[src/sv/cvcp_pkg.sv]
// Shared types and constants for the cell voltage to charge percent converter.
// Holds the discharge curve tables and the stage payload structs; no dependencies.
package cvcp_pkg;

  localparam int CURVE_POINTS = 10;
  localparam int MV_W         = 16;
  localparam int PCT_W        = 7;
  localparam int SEG_W        = $clog2(CURVE_POINTS);
  localparam int DIST_W       = 8;
  localparam int NUM_W        = 11;
  localparam int RECIP_W      = 11;
  localparam int RECIP_SHIFT  = 16;
  localparam int PROD_W       = NUM_W + RECIP_W;
  localparam int Q_W          = PROD_W - RECIP_SHIFT;
  localparam int SPAN_PCT_W   = 4;

  localparam logic [PCT_W-1:0] PCT_MIN = PCT_W'(0);
  localparam logic [PCT_W-1:0] PCT_MAX = PCT_W'(100);

  // Curve points, strictly rising in voltage.
  localparam logic [MV_W-1:0] PT_MV [CURVE_POINTS] = '{
    16'd3300, 16'd3500, 16'd3600, 16'd3700, 16'd3750,
    16'd3800, 16'd3900, 16'd4000, 16'd4100, 16'd4200
  };
  localparam logic [PCT_W-1:0] PT_PCT [CURVE_POINTS] = '{
    7'd0, 7'd5, 7'd10, 7'd25, 7'd40, 7'd55, 7'd70, 7'd85, 7'd95, 7'd100
  };

  // Per segment, indexed by the closing point; entry 0 has no segment.
  localparam logic [DIST_W-1:0] SPAN_MV [CURVE_POINTS] = '{
    8'd0, 8'd200, 8'd100, 8'd100, 8'd50, 8'd50, 8'd100, 8'd100, 8'd100, 8'd100
  };
  localparam logic [SPAN_PCT_W-1:0] SPAN_PCT [CURVE_POINTS] = '{
    4'd0, 4'd5, 4'd5, 4'd15, 4'd15, 4'd15, 4'd15, 4'd15, 4'd10, 4'd5
  };
  // floor(2^16 / span); the quotient estimate it gives is at most one low.
  localparam logic [RECIP_W-1:0] RECIP [CURVE_POINTS] = '{
    11'd0, 11'd327, 11'd655, 11'd655, 11'd1310, 11'd1310,
    11'd655, 11'd655, 11'd655, 11'd655
  };

  typedef struct packed {
    logic             sat_lo;
    logic             sat_hi;
    logic [SEG_W-1:0] seg;
    logic [MV_W-1:0]  mv;
  } cvcp_seg_t;

  typedef struct packed {
    logic             sat_lo;
    logic             sat_hi;
    logic [SEG_W-1:0] seg;
    logic [NUM_W-1:0] num;
  } cvcp_num_t;

  typedef struct packed {
    logic             sat_lo;
    logic             sat_hi;
    logic [SEG_W-1:0] seg;
    logic [NUM_W-1:0] num;
    logic [Q_W-1:0]   q;
  } cvcp_quot_t;

endpackage

[src/sv/cell_voltage_to_charge_percent.sv]
// Converts a cell voltage in millivolts to a charge percentage along a fixed
// ten-point lithium discharge curve, interpolating within the segment and rounding
// to nearest; inputs at or below 3300 mV give 0 and at or above 4200 mV give 100.
// The pipeline has four register stages (segment search, scaling, reciprocal
// multiply, correction and output); one voltage can be taken every cycle unless
// out_stall has backed the pipeline up to the input. Each stage holds its own
// valid bit, so out_stall only backs up stages that are full.
// Depends on cvcp_pkg, cvcp_seg, cvcp_scale and cvcp_divide.
module cell_voltage_to_charge_percent (
  input  logic                       clk,
  input  logic                       rst_n,
  input  logic                       in_valid,
  output logic                       in_stall,
  input  logic [cvcp_pkg::MV_W-1:0]  in_cell_millivolts,
  output logic                       out_valid,
  input  logic                       out_stall,
  output logic [cvcp_pkg::PCT_W-1:0] out_charge_percent
);

  logic                seg_valid;
  logic                seg_stall;
  cvcp_pkg::cvcp_seg_t seg_data;
  logic                num_valid;
  logic                num_stall;
  cvcp_pkg::cvcp_num_t num_data;

  cvcp_seg u_seg (
    .clk      (clk),
    .rst_n    (rst_n),
    .up_valid (in_valid),
    .up_mv    (in_cell_millivolts),
    .up_stall (in_stall),
    .dn_valid (seg_valid),
    .dn_data  (seg_data),
    .dn_stall (seg_stall)
  );

  cvcp_scale u_scale (
    .clk      (clk),
    .rst_n    (rst_n),
    .up_valid (seg_valid),
    .up_data  (seg_data),
    .up_stall (seg_stall),
    .dn_valid (num_valid),
    .dn_data  (num_data),
    .dn_stall (num_stall)
  );

  cvcp_divide u_divide (
    .clk      (clk),
    .rst_n    (rst_n),
    .up_valid (num_valid),
    .up_data  (num_data),
    .up_stall (num_stall),
    .dn_valid (out_valid),
    .dn_pct   (out_charge_percent),
    .dn_stall (out_stall)
  );

endmodule

[src/sv/cvcp_seg.sv]
// Stage 1: compares the voltage against every curve point and picks the segment.
// Depends on cvcp_pkg.
module cvcp_seg (
  input  logic                      clk,
  input  logic                      rst_n,
  input  logic                      up_valid,
  input  logic [cvcp_pkg::MV_W-1:0] up_mv,
  output logic                      up_stall,
  output logic                      dn_valid,
  output cvcp_pkg::cvcp_seg_t       dn_data,
  input  logic                      dn_stall
);

  logic                valid_r;
  cvcp_pkg::cvcp_seg_t data_r;
  cvcp_pkg::cvcp_seg_t data_nxt;
  logic                advance;

  assign advance  = !valid_r || !dn_stall;
  assign up_stall = !advance;
  assign dn_valid = valid_r;
  assign dn_data  = data_r;

  always_comb begin
    logic [cvcp_pkg::SEG_W-1:0] seg;
    seg = cvcp_pkg::SEG_W'(1);
    // The first point at or above the input closes the segment.
    for (int k = cvcp_pkg::CURVE_POINTS - 1; k >= 1; k--) begin
      if (up_mv <= cvcp_pkg::PT_MV[k]) begin
        seg = cvcp_pkg::SEG_W'(k);
      end
    end
    data_nxt.sat_lo = (up_mv <= cvcp_pkg::PT_MV[0]);
    data_nxt.sat_hi = (up_mv >= cvcp_pkg::PT_MV[cvcp_pkg::CURVE_POINTS - 1]);
    data_nxt.seg    = seg;
    data_nxt.mv     = up_mv;
  end

  always_ff @(posedge clk) begin
    if (!rst_n) begin
      valid_r <= 1'b0;
    end else if (advance) begin
      valid_r <= up_valid;
    end
  end

  always_ff @(posedge clk) begin
    if (advance && up_valid) begin
      data_r <= data_nxt;
    end
  end

endmodule

[src/sv/cvcp_scale.sv]
// Stage 2: distance into the segment, scaled by the segment's percent span plus
// the rounding half span. Depends on cvcp_pkg.
module cvcp_scale (
  input  logic                clk,
  input  logic                rst_n,
  input  logic                up_valid,
  input  cvcp_pkg::cvcp_seg_t up_data,
  output logic                up_stall,
  output logic                dn_valid,
  output cvcp_pkg::cvcp_num_t dn_data,
  input  logic                dn_stall
);

  logic                valid_r;
  cvcp_pkg::cvcp_num_t data_r;
  cvcp_pkg::cvcp_num_t data_nxt;
  logic                advance;

  assign advance  = !valid_r || !dn_stall;
  assign up_stall = !advance;
  assign dn_valid = valid_r;
  assign dn_data  = data_r;

  always_comb begin
    logic [cvcp_pkg::SEG_W-1:0]  lo;
    logic [cvcp_pkg::MV_W-1:0]   diff;
    logic [cvcp_pkg::DIST_W-1:0] delta;
    lo    = cvcp_pkg::SEG_W'(up_data.seg - cvcp_pkg::SEG_W'(1));
    diff  = up_data.mv - cvcp_pkg::PT_MV[lo];
    // Inside a segment the distance never exceeds the segment's span.
    delta = diff[cvcp_pkg::DIST_W-1:0];
    data_nxt.sat_lo = up_data.sat_lo;
    data_nxt.sat_hi = up_data.sat_hi;
    data_nxt.seg    = up_data.seg;
    data_nxt.num    = cvcp_pkg::NUM_W'(delta)
                        * cvcp_pkg::NUM_W'(cvcp_pkg::SPAN_PCT[up_data.seg])
                    + cvcp_pkg::NUM_W'(cvcp_pkg::SPAN_MV[up_data.seg] >> 1);
  end

  always_ff @(posedge clk) begin
    if (!rst_n) begin
      valid_r <= 1'b0;
    end else if (advance) begin
      valid_r <= up_valid;
    end
  end

  always_ff @(posedge clk) begin
    if (advance && up_valid) begin
      data_r <= data_nxt;
    end
  end

endmodule

[src/sv/cvcp_divide.sv]
// Stages 3 and 4: division by the segment span through a reciprocal multiply,
// a one-step correction, and the final percent in the output register.
// Depends on cvcp_pkg.
module cvcp_divide (
  input  logic                       clk,
  input  logic                       rst_n,
  input  logic                       up_valid,
  input  cvcp_pkg::cvcp_num_t        up_data,
  output logic                       up_stall,
  output logic                       dn_valid,
  output logic [cvcp_pkg::PCT_W-1:0] dn_pct,
  input  logic                       dn_stall
);

  logic                       q_valid_r;
  cvcp_pkg::cvcp_quot_t       q_data_r;
  cvcp_pkg::cvcp_quot_t       q_data_nxt;
  logic                       out_valid_r;
  logic [cvcp_pkg::PCT_W-1:0] pct_r;
  logic [cvcp_pkg::PCT_W-1:0] pct_nxt;
  logic                       out_advance;
  logic                       q_advance;

  assign out_advance = !out_valid_r || !dn_stall;
  assign q_advance   = !q_valid_r || out_advance;
  assign up_stall    = !q_advance;
  assign dn_valid    = out_valid_r;
  assign dn_pct      = pct_r;

  always_comb begin
    logic [cvcp_pkg::PROD_W-1:0] prod;
    prod = cvcp_pkg::PROD_W'(up_data.num) * cvcp_pkg::PROD_W'(cvcp_pkg::RECIP[up_data.seg]);
    q_data_nxt.sat_lo = up_data.sat_lo;
    q_data_nxt.sat_hi = up_data.sat_hi;
    q_data_nxt.seg    = up_data.seg;
    q_data_nxt.num    = up_data.num;
    q_data_nxt.q      = prod[cvcp_pkg::PROD_W-1:cvcp_pkg::RECIP_SHIFT];
  end

  always_comb begin
    logic [cvcp_pkg::SEG_W-1:0]  lo;
    logic [cvcp_pkg::DIST_W-1:0] span;
    logic [cvcp_pkg::NUM_W-1:0]  qspan;
    logic [cvcp_pkg::NUM_W-1:0]  rem;
    logic [cvcp_pkg::Q_W-1:0]    step;
    lo    = cvcp_pkg::SEG_W'(q_data_r.seg - cvcp_pkg::SEG_W'(1));
    span  = cvcp_pkg::SPAN_MV[q_data_r.seg];
    qspan = cvcp_pkg::NUM_W'(q_data_r.q) * cvcp_pkg::NUM_W'(span);
    rem   = q_data_r.num - qspan;
    // The estimate is low by at most one; a zero-width segment adds nothing.
    if (span == '0) begin
      step = '0;
    end else if (rem >= cvcp_pkg::NUM_W'(span)) begin
      step = cvcp_pkg::Q_W'(q_data_r.q + cvcp_pkg::Q_W'(1));
    end else begin
      step = q_data_r.q;
    end
    priority if (q_data_r.sat_lo) begin
      pct_nxt = cvcp_pkg::PCT_MIN;
    end else if (q_data_r.sat_hi) begin
      pct_nxt = cvcp_pkg::PCT_MAX;
    end else begin
      pct_nxt = cvcp_pkg::PCT_W'(cvcp_pkg::PT_PCT[lo] + cvcp_pkg::PCT_W'(step));
    end
  end

  always_ff @(posedge clk) begin
    if (!rst_n) begin
      q_valid_r   <= 1'b0;
      out_valid_r <= 1'b0;
    end else begin
      if (q_advance) begin
        q_valid_r <= up_valid;
      end
      if (out_advance) begin
        out_valid_r <= q_valid_r;
      end
    end
  end

  always_ff @(posedge clk) begin
    if (q_advance && up_valid) begin
      q_data_r <= q_data_nxt;
    end
    if (out_advance && q_valid_r) begin
      pct_r <= pct_nxt;
    end
  end

endmodule

[config.mk]
export PLATFORM = sky130hd
export DESIGN_NAME = cell_voltage_to_charge_percent
export DESIGN_NICKNAME = d
export VERILOG_FILES = /design/src/sv/cvcp_pkg.sv /design/src/sv/cell_voltage_to_charge_percent.sv /design/src/sv/cvcp_seg.sv /design/src/sv/cvcp_scale.sv /design/src/sv/cvcp_divide.sv
export SDC_FILE = /design/constraint.sdc
export NUM_CORES = 1
export LEC_CHECK = 0
export ABC_CLOCK_PERIOD_IN_PS = 8900
export BUFFER_PORTS_ARGS = -buffer_cell sky130_fd_sc_hd__buf_2
export CELL_PAD_IN_SITES_DETAIL_PLACEMENT = 0
export CELL_PAD_IN_SITES_GLOBAL_PLACEMENT = 1
export CORE_UTILIZATION = 40
export DETAILED_ROUTE_END_ITERATION = 10
export GPL_TIMING_DRIVEN = 0
export PLACE_DENSITY = 0.66
export SYNTH_ARGS = -nofsm -noshare
export SYNTH_HDL_FRONTEND = slang
export SYNTH_SLANG_ARGS = --single-unit
[constraint.sdc]
create_clock -name clk -period 8.9 [get_ports clk]
set_input_delay 0 -clock clk [delete_from_list [all_inputs] [get_ports clk]]
set_output_delay 0 -clock clk [all_outputs]
set_load 0.005 [all_outputs]
Word-level counts from Yosys, hierarchy flattened
Memories as Yosys holds them, arrays and structs flattened.
Index checks and enable logic that the tools add are counted.
- input port bits: 20
- word-level logic and storage cells: 100
- register bits: 65
- ROM bits: 864
- memories: 6
- output and inout bits: 9
- memory list (memory ; depth ; bits a word ; read ports ; clocked after memory_dff ; wr ports ; line ; RTL):
    (no name shown) ; 16 ; 16 ; 1 ; 0 ; 0 ; cvcp_scale.sv:29 ; diff = up_data.mv - cvcp_pkg::PT_MV[lo];
    (no name shown) ; 16 ; 11 ; 1 ; 0 ; 0 ; cvcp_divide.sv:32 ; prod = cvcp_pkg::PROD_W'(up_data.num) * cvcp_pkg::PROD_W'(cvcp_pkg::RECIP[up_data.seg]);
    (no name shown) ; 16 ; 8 ; 1 ; 0 ; 0 ; cvcp_scale.sv:37 ; + cvcp_pkg::NUM_W'(cvcp_pkg::SPAN_MV[up_data.seg] >> 1);
    (no name shown) ; 16 ; 8 ; 1 ; 0 ; 0 ; cvcp_divide.sv:47 ; span = cvcp_pkg::SPAN_MV[q_data_r.seg];
    (no name shown) ; 16 ; 7 ; 1 ; 0 ; 0 ; cvcp_divide.sv:63 ; pct_nxt = cvcp_pkg::PCT_W'(cvcp_pkg::PT_PCT[lo] + cvcp_pkg::PCT_W'(step));
    (no name shown) ; 16 ; 4 ; 1 ; 0 ; 0 ; cvcp_scale.sv:36 ; * cvcp_pkg::NUM_W'(cvcp_pkg::SPAN_PCT[up_data.seg])
- $add $sub $neg: 7
- multiply operators: 3
- reductions and logical operators: 18
- bitwise operators: 5
- mux-type cells: 23
- $lt $le $gt $ge: 17
- operator list (kind ; number):
    $le 16x12->1 const B ; 8
    $mux 8 ; 6
    $le 16x13->1 const B ; 2
    $ge 5x5->1 const B ; 5
    $not 4->5 ; 5
    $mul 11x11->22 ; 1
    $mux 11 ; 2
    $mux 7 ; 3
    $ge 16x13->1 const B ; 1
    $mux 4 ; 4
    $mux 3 ; 4
    $mux 6 ; 2
    $add 11x7->11 ; 1
    $ge 11x8->1 ; 1
    $mul 6x8->11 ; 1
    $mul 8x4->11 ; 1
    $sub 11x11->11 ; 1
    $logic_not 8->1 ; 1
    $sub 4x1->4 const B ; 2
    $sub 8x8->8 ; 1
    $add 7x6->7 ; 1
    $reduce_or 7->1 ; 1
    $add 6x1->6 const B ; 1
    $logic_not 1->1 ; 6
    other kinds (5) ; 12

Longest topological paths before layout
- depth after elaboration: 11
- depth in mapped cells: 35

Modules after synthesis
A second synthesis with hierarchy kept.
- cell total of the unflattened synthesis: 1040
- area, all modules: 9985.8 um^2
- by module, submodules not included (module ; area an instance (um^2) ; instances ; sequential area each (um^2) ; cells each):
    cvcp_divide ; 6663.9 ; 1 ; 940.9 ; 727
    cvcp_scale ; 2183.3 ; 1 ; 530.5 ; 219
    cvcp_seg ; 1138.6 ; 1 ; 680.7 ; 94

Least setup slack after synthesis
Ideal clock, no wire load.
- path kind: reg-to-reg
- start: register u_divide.q_data_r[17] (netlist name)
- end: register u_divide.pct_r (netlist bit u_divide.dn_pct[6]), data pin
- cell stages (with the launch flop): 35
- period minus slack after synthesis: 7.452 ns
- slack: 1.448 ns
- arrival: 7.190 ns
- data required time: 8.638 ns
- cell sequence: edfxtp_1 -> clkbuf_1 -> inv_1 -> ha_1 -> clkbuf_1 -> nand2b_1 -> a21o_1 -> nand2_1 -> fa_1 -> fa_1 -> fa_1 -> inv_1 -> fa_1 -> inv_1 -> ha_1 -> or3_1 -> o21ai_0 -> a21oi_1 -> xor2_1 -> ha_1 -> a221o_1 -> a2111oi_0 -> o211a_1 -> a31oi_1 -> nor3_1 -> ha_1 -> inv_1 -> fa_1 -> inv_1 -> a21oi_1 -> o21bai_1 -> a21o_1 -> a21oi_1 -> xor2_1 -> a21oi_1
- word-level cells in the longest chain between the ends: 11
- elaborated cells on any way between the ends: 17
- classes of those cells: add/sub (3); mul (1); order compare (1); mux (7); bitwise (2); reduce/logical (1); memory (2)
- RTL lines (element ; line ; RTL):
    start: declaration ; cvcp_divide.sv:16 ; cvcp_pkg::cvcp_quot_t q_data_r;
    start signal: assignment ; cvcp_divide.sv:83 ; q_data_r <= q_data_nxt;
    $not 4->5 (implied by the code) ; cvcp_divide.sv:47 ;
    $mem_v2 16x8 ; n/a ;
    $mux 8 (implied by the code) (2 in a row) ; cvcp_divide.sv:47 ;
    $mul 6x8->11 ; cvcp_divide.sv:48 ; qspan = cvcp_pkg::NUM_W'(q_data_r.q) * cvcp_pkg::NUM_W'(span);
    $sub 11x11->11 ; cvcp_divide.sv:49 ; rem = q_data_r.num - qspan;
    $ge 11x8->1 ; cvcp_divide.sv:53 ; end else if (rem >= cvcp_pkg::NUM_W'(span)) begin
    $mux 6 ; cvcp_divide.sv:53 ;
    $mux 6 ; cvcp_divide.sv:51 ; if (span == '0) begin
    $add 7x6->7 (*) ; cvcp_divide.sv:63 ;
    $mux 7 (*) ; cvcp_divide.sv:60 ; end else if (q_data_r.sat_hi) begin
    end signal: assignment ; cvcp_divide.sv:86 ; pct_r <= pct_nxt;
    end: declaration ; cvcp_divide.sv:19 ; logic [cvcp_pkg::PCT_W-1:0] pct_r;
Mark *: on every way between the ends. The rest lies on a longest branch, timed or not. The select of a mux whose other input is x is not followed.
A chain may end at the register's enable or synchronous reset.

Worst setup path after layout
Ends and elaborated chain as after synthesis.

==> results.md <==
- The run finished with clean final reports.
- Buffers added to address setup during post-CTS repair amount to 0.
- The clock arrives with 0.007181 ns of skew.
- The die is 157.3 um tall.
- The critical path buffer and inverter count is 7.
- The area enclosed by the die boundary is 24750 sq um.
- The startpoint identified for the worst hold timing path is in_cell_millivolts[12].
- The most critical setup path has its startpoint at u_divide.q_data_r[17].
- The hold violation total from the final report is 0.
- The pin count of the biggest net entering global routing is 21.
- At the worst endpoint, the required time is 8.97 ns.
- The final routed DRC violation total is 0.
- The number of warning messages in the yosys log is 0.
- Derived from the worst setup path, the maximum achievable clock frequency is 121.7 MHz.
- The later pin in the worst-skew pair is clocked with a latency of 0.33 ns.
- Each instance of the synthesized netlist takes up on average 9.380 sq um.
- The routed length per placed instance is 14.44 um.
- The number of placed instances, taps included, is 1376.
- Synthesis produced a netlist whose cell count is 1029.
- The cell type with the largest total area after synthesis is fa_1.
- The share of the yosys chip area belonging to registers is 0.1981.
- Pin placement for this block handled 29 I/O pins.
- Of the post-synthesis cell area, the dominant cell type holds 0.2240.
- At the pin with the least slew margin, the transition time is 1.150 ns.
- Adding up every negative setup slack in the final design gives 0 ns.
- The die extent in x is 157.3 um.
- The TritonCTS buffer count is 9.
- The startpoint type of the worst setup path is a register.
- The final wirelength is 20.31 mm.
- The critical path's largest stage delay is 0.54 ns.
- The overflow left after global routing is 0.
- The area growth from synthesis to layout is 10.60%.
- The HPWL after detailed placement is 16.90 mm.
- The cell type group with the largest total delay on the critical path is adder cells.
- Measured in cells, the most critical reg-to-reg path has a length of 34.
- In this run the tool buffered the top-level ports with 27 buffer cells.
- Clock-pin slew was measured on the worst setup and hold paths at 0.05 ns.
- For this design, the sink count on the clock tree is 65.
- The critical path is of the reg -> reg type.
- The number of distinct library cells after synthesis is 66.
- The CTS tree is yes.
- In the final layout, the share of cells above drive strength 1 is 0.05888.
- The launch point of the worst reg-to-reg path is u_divide.q_data_r[17].
- The number of nets still failing antenna checks after routing is 0.
- The most common cell in the netlist is inv_1.
- Along the worst path, the maximum fanout reaches 9.
- On the critical path, the stage with the largest delay is an instance of fa_1.
- The area occupied by multi-input gates is 6855 sq um.
- The wire length of the first global-routing pass is 34.27 mm.
- The count of pins over their slew limit is 0.
- The flip-flop cell with the highest count after synthesis is edfxtp_1.
- The maximum level of the CTS H-tree is 3.
- Synthesis produced a netlist with a net count of 1294.
- By count the netlist is led by inv_1 (205), ha_1 (137), fa_1 (108).
- In the final design database the tool counted 1347 nets.
- The tree is rooted in a clkbuf_16.
- The buffer levels on the longest clock path is 2.
- The min-delay analysis places its worst path in the category in -> reg.
- The number of maximum-capacitance constraint violations is 0.
- Routability-driven placement finished with a final weighted congestion of 0.8394.
- In this run the core area contains 56 standard-cell rows.
- The headroom to the max-slew limit is 0.2319.
- Setup repair after global routing left no endpoint under its margin.
- Summing all flip-flop and latch instances after layout gives 1912 sq um.
- The first detailed-routing pass took 4 iterations.
- The post-synthesis cell area is 9652 sq um.
- The overall routing resource usage is 0.1781.
- The worst hold path was traced through 2 stages.
- After synthesis, the cell types taking the most area are fa_1 (22%), edfxtp_1 (19%), ha_1 (18%).
- The share of the cycle needed by the critical path after routing is 0.9233.
- STA classifies the critical path endpoint as a register.
- The core region is 23540 sq um.
- The final antenna diode count is 0.
- After filler insertion, the fill cell instance count of the layout stands at 2339.
- The slack of the worst reg-to-reg path is 0.68 ns.
- The number of DRC markers in iteration 0 is 327.
- The critical path crosses 34 cells after its start point.
- The async set-or-reset flop fraction in the synthesized netlist is 0.
- The worst flop-to-flop path endpoint is u_divide.dn_pct[6].
- The number of global-route vias before repair is 6732.
- The final cell count without fillers is 1406.
- The critical path ends at u_divide.dn_pct[6].
- In this run, synthesis inferred 61 flip-flops with an integrated enable.
- The effective utilization at floorplan is 0.4100.
- The routed layout has 6847 vias.
- The final-report setup violation count is 0.
- The worst path in the final design needs a cycle of 8.217 ns, including I/O delays and setup.
- Synthesis inferred 65 register bits.
- STA puts the critical path data arrival time at 8.29 ns.
- The initial antenna violation count was 0.
- After detailed routing, the number of vias per cell comes to 4.870.
-- layout by cell type (no fill, tap or decap), drive strengths merged, types with 4 or more instances in the layout --
cell type	n
nand2	93
buf	34
and3	23
nand4	5
or3	9
nor2b	8
and2	29
xnor2	28
xor2	13
dlygate4sd3	14
dfxtp	4
and4	4
a21oi	40
or2	6
fa	108
o21a	8
nand3	9
clkbuf	32
a211oi	6
o21ai	27
inv	206
nor2	46
nor3b	4
ha	137
nand2b	15
mux2i	12
edfxtp	61
a21o	11
o31ai	6
a31oi	12
nor3	14
a21boi	5
o21bai	8
-- routing by layer --
metal	up-vias	GRT usage	share of wire
met4	0	0.02219	0.0031
met5	-	0	0
met2	53	0.2819	0.46
li1	3513	-	-
met3	5	0.02561	0.020
met1	3276	0.2627	0.52
-- metrics by stage --
stage          utilization  setup slack, ns  instance area (sq um)  hold slack, ns
2_1_floorplan            -            1.448                   9652         0.09887
3_3_place_gp        0.4327           0.3659                  10190          0.1934
3_5_place_dp        0.4336           0.4198                  10210          0.1942
4_1_cts             0.4532           0.3811                  10670         0.02677
5_1_grt             0.4534          0.09908                  10680         0.05179
6_report            0.4534           0.6830                  10680         0.04301
-- what timing repair did --
action / in CTS / in global routing
setup endpoints to repair: 0 / 2
hold endpoints to repair: 13 / 0
hold buffers: 14 / 0
resized for setup: 0 / 2
-- flip-flops by register name, indices dropped and copies added, names as in the netlist --
signal and count:
u_divide.q_valid_r 1, u_scale.dn_data 17, u_divide.q_data_r 23, u_seg.dn_valid 1, u_divide.dn_pct 7, u_divide.dn_valid 1
u_scale.dn_valid 1, u_seg.dn_data 14
-- cell families (layout without fill, tap and decap cells) --
| kind of cell | Yosys count | in the layout | share of synthesized area |
|---|---|---|---|
| and+or+nand+nor | 278 | 278 | 0.1462 |
| xor gates and xnor gates | 44 | 44 | 0.04433 |
| buffers and inverters | 235 | 293 | 0.09295 |
| muxes | 14 | 14 | 0.01478 |
| DFF | 65 | 65 | 0.1981 |
| adders and majority gates | 245 | 245 | 0.4016 |
| AOI/OAI and AO/OA | 148 | 148 | 0.1020 |
-- how the worst min path moves through the flow --
stage,to,slack [ns]
floorplan,u_seg.dn_data[0],0.1
global placement,u_seg.dn_data[4],0.19
detailed placement,u_seg.dn_data[4],0.19
CTS,u_seg.dn_data[19],0.03
global route,u_seg.dn_data[19],0.05
finish,u_seg.dn_data[19],0.04
-- layout make-up --
type / instances / area share
inverter: 207 / 0.07337
multi-input combinational: 729 / 0.6422
tap: 319 / 0.03739
buffer: 28 / 0.01067
clock buffer: 10 / 0.02145
clock inverter: 6 / 0.008673
sequential: 65 / 0.1791
timing repair buffer: 42 / 0.02719
-- worst register-to-register path: cells and delay by family, from the launching register on --
| family | cells | cell delay [ns] |
|---|---|---|
| adder cells (fa/ha/maj) | 9 | 3.39 |
| XOR/XNOR | 2 | 0.35 |
| flip-flops | 1 | 0.39 |
| AO/OA/AOI/OAI | 12 | 2.16 |
| buffers and inverters | 7 | 0.89 |
| AND/OR/NAND/NOR | 4 | 0.78 |
Power is not shown: default switching activity piles up to over one toggle a cycle in this logic, so the estimate is an artifact.
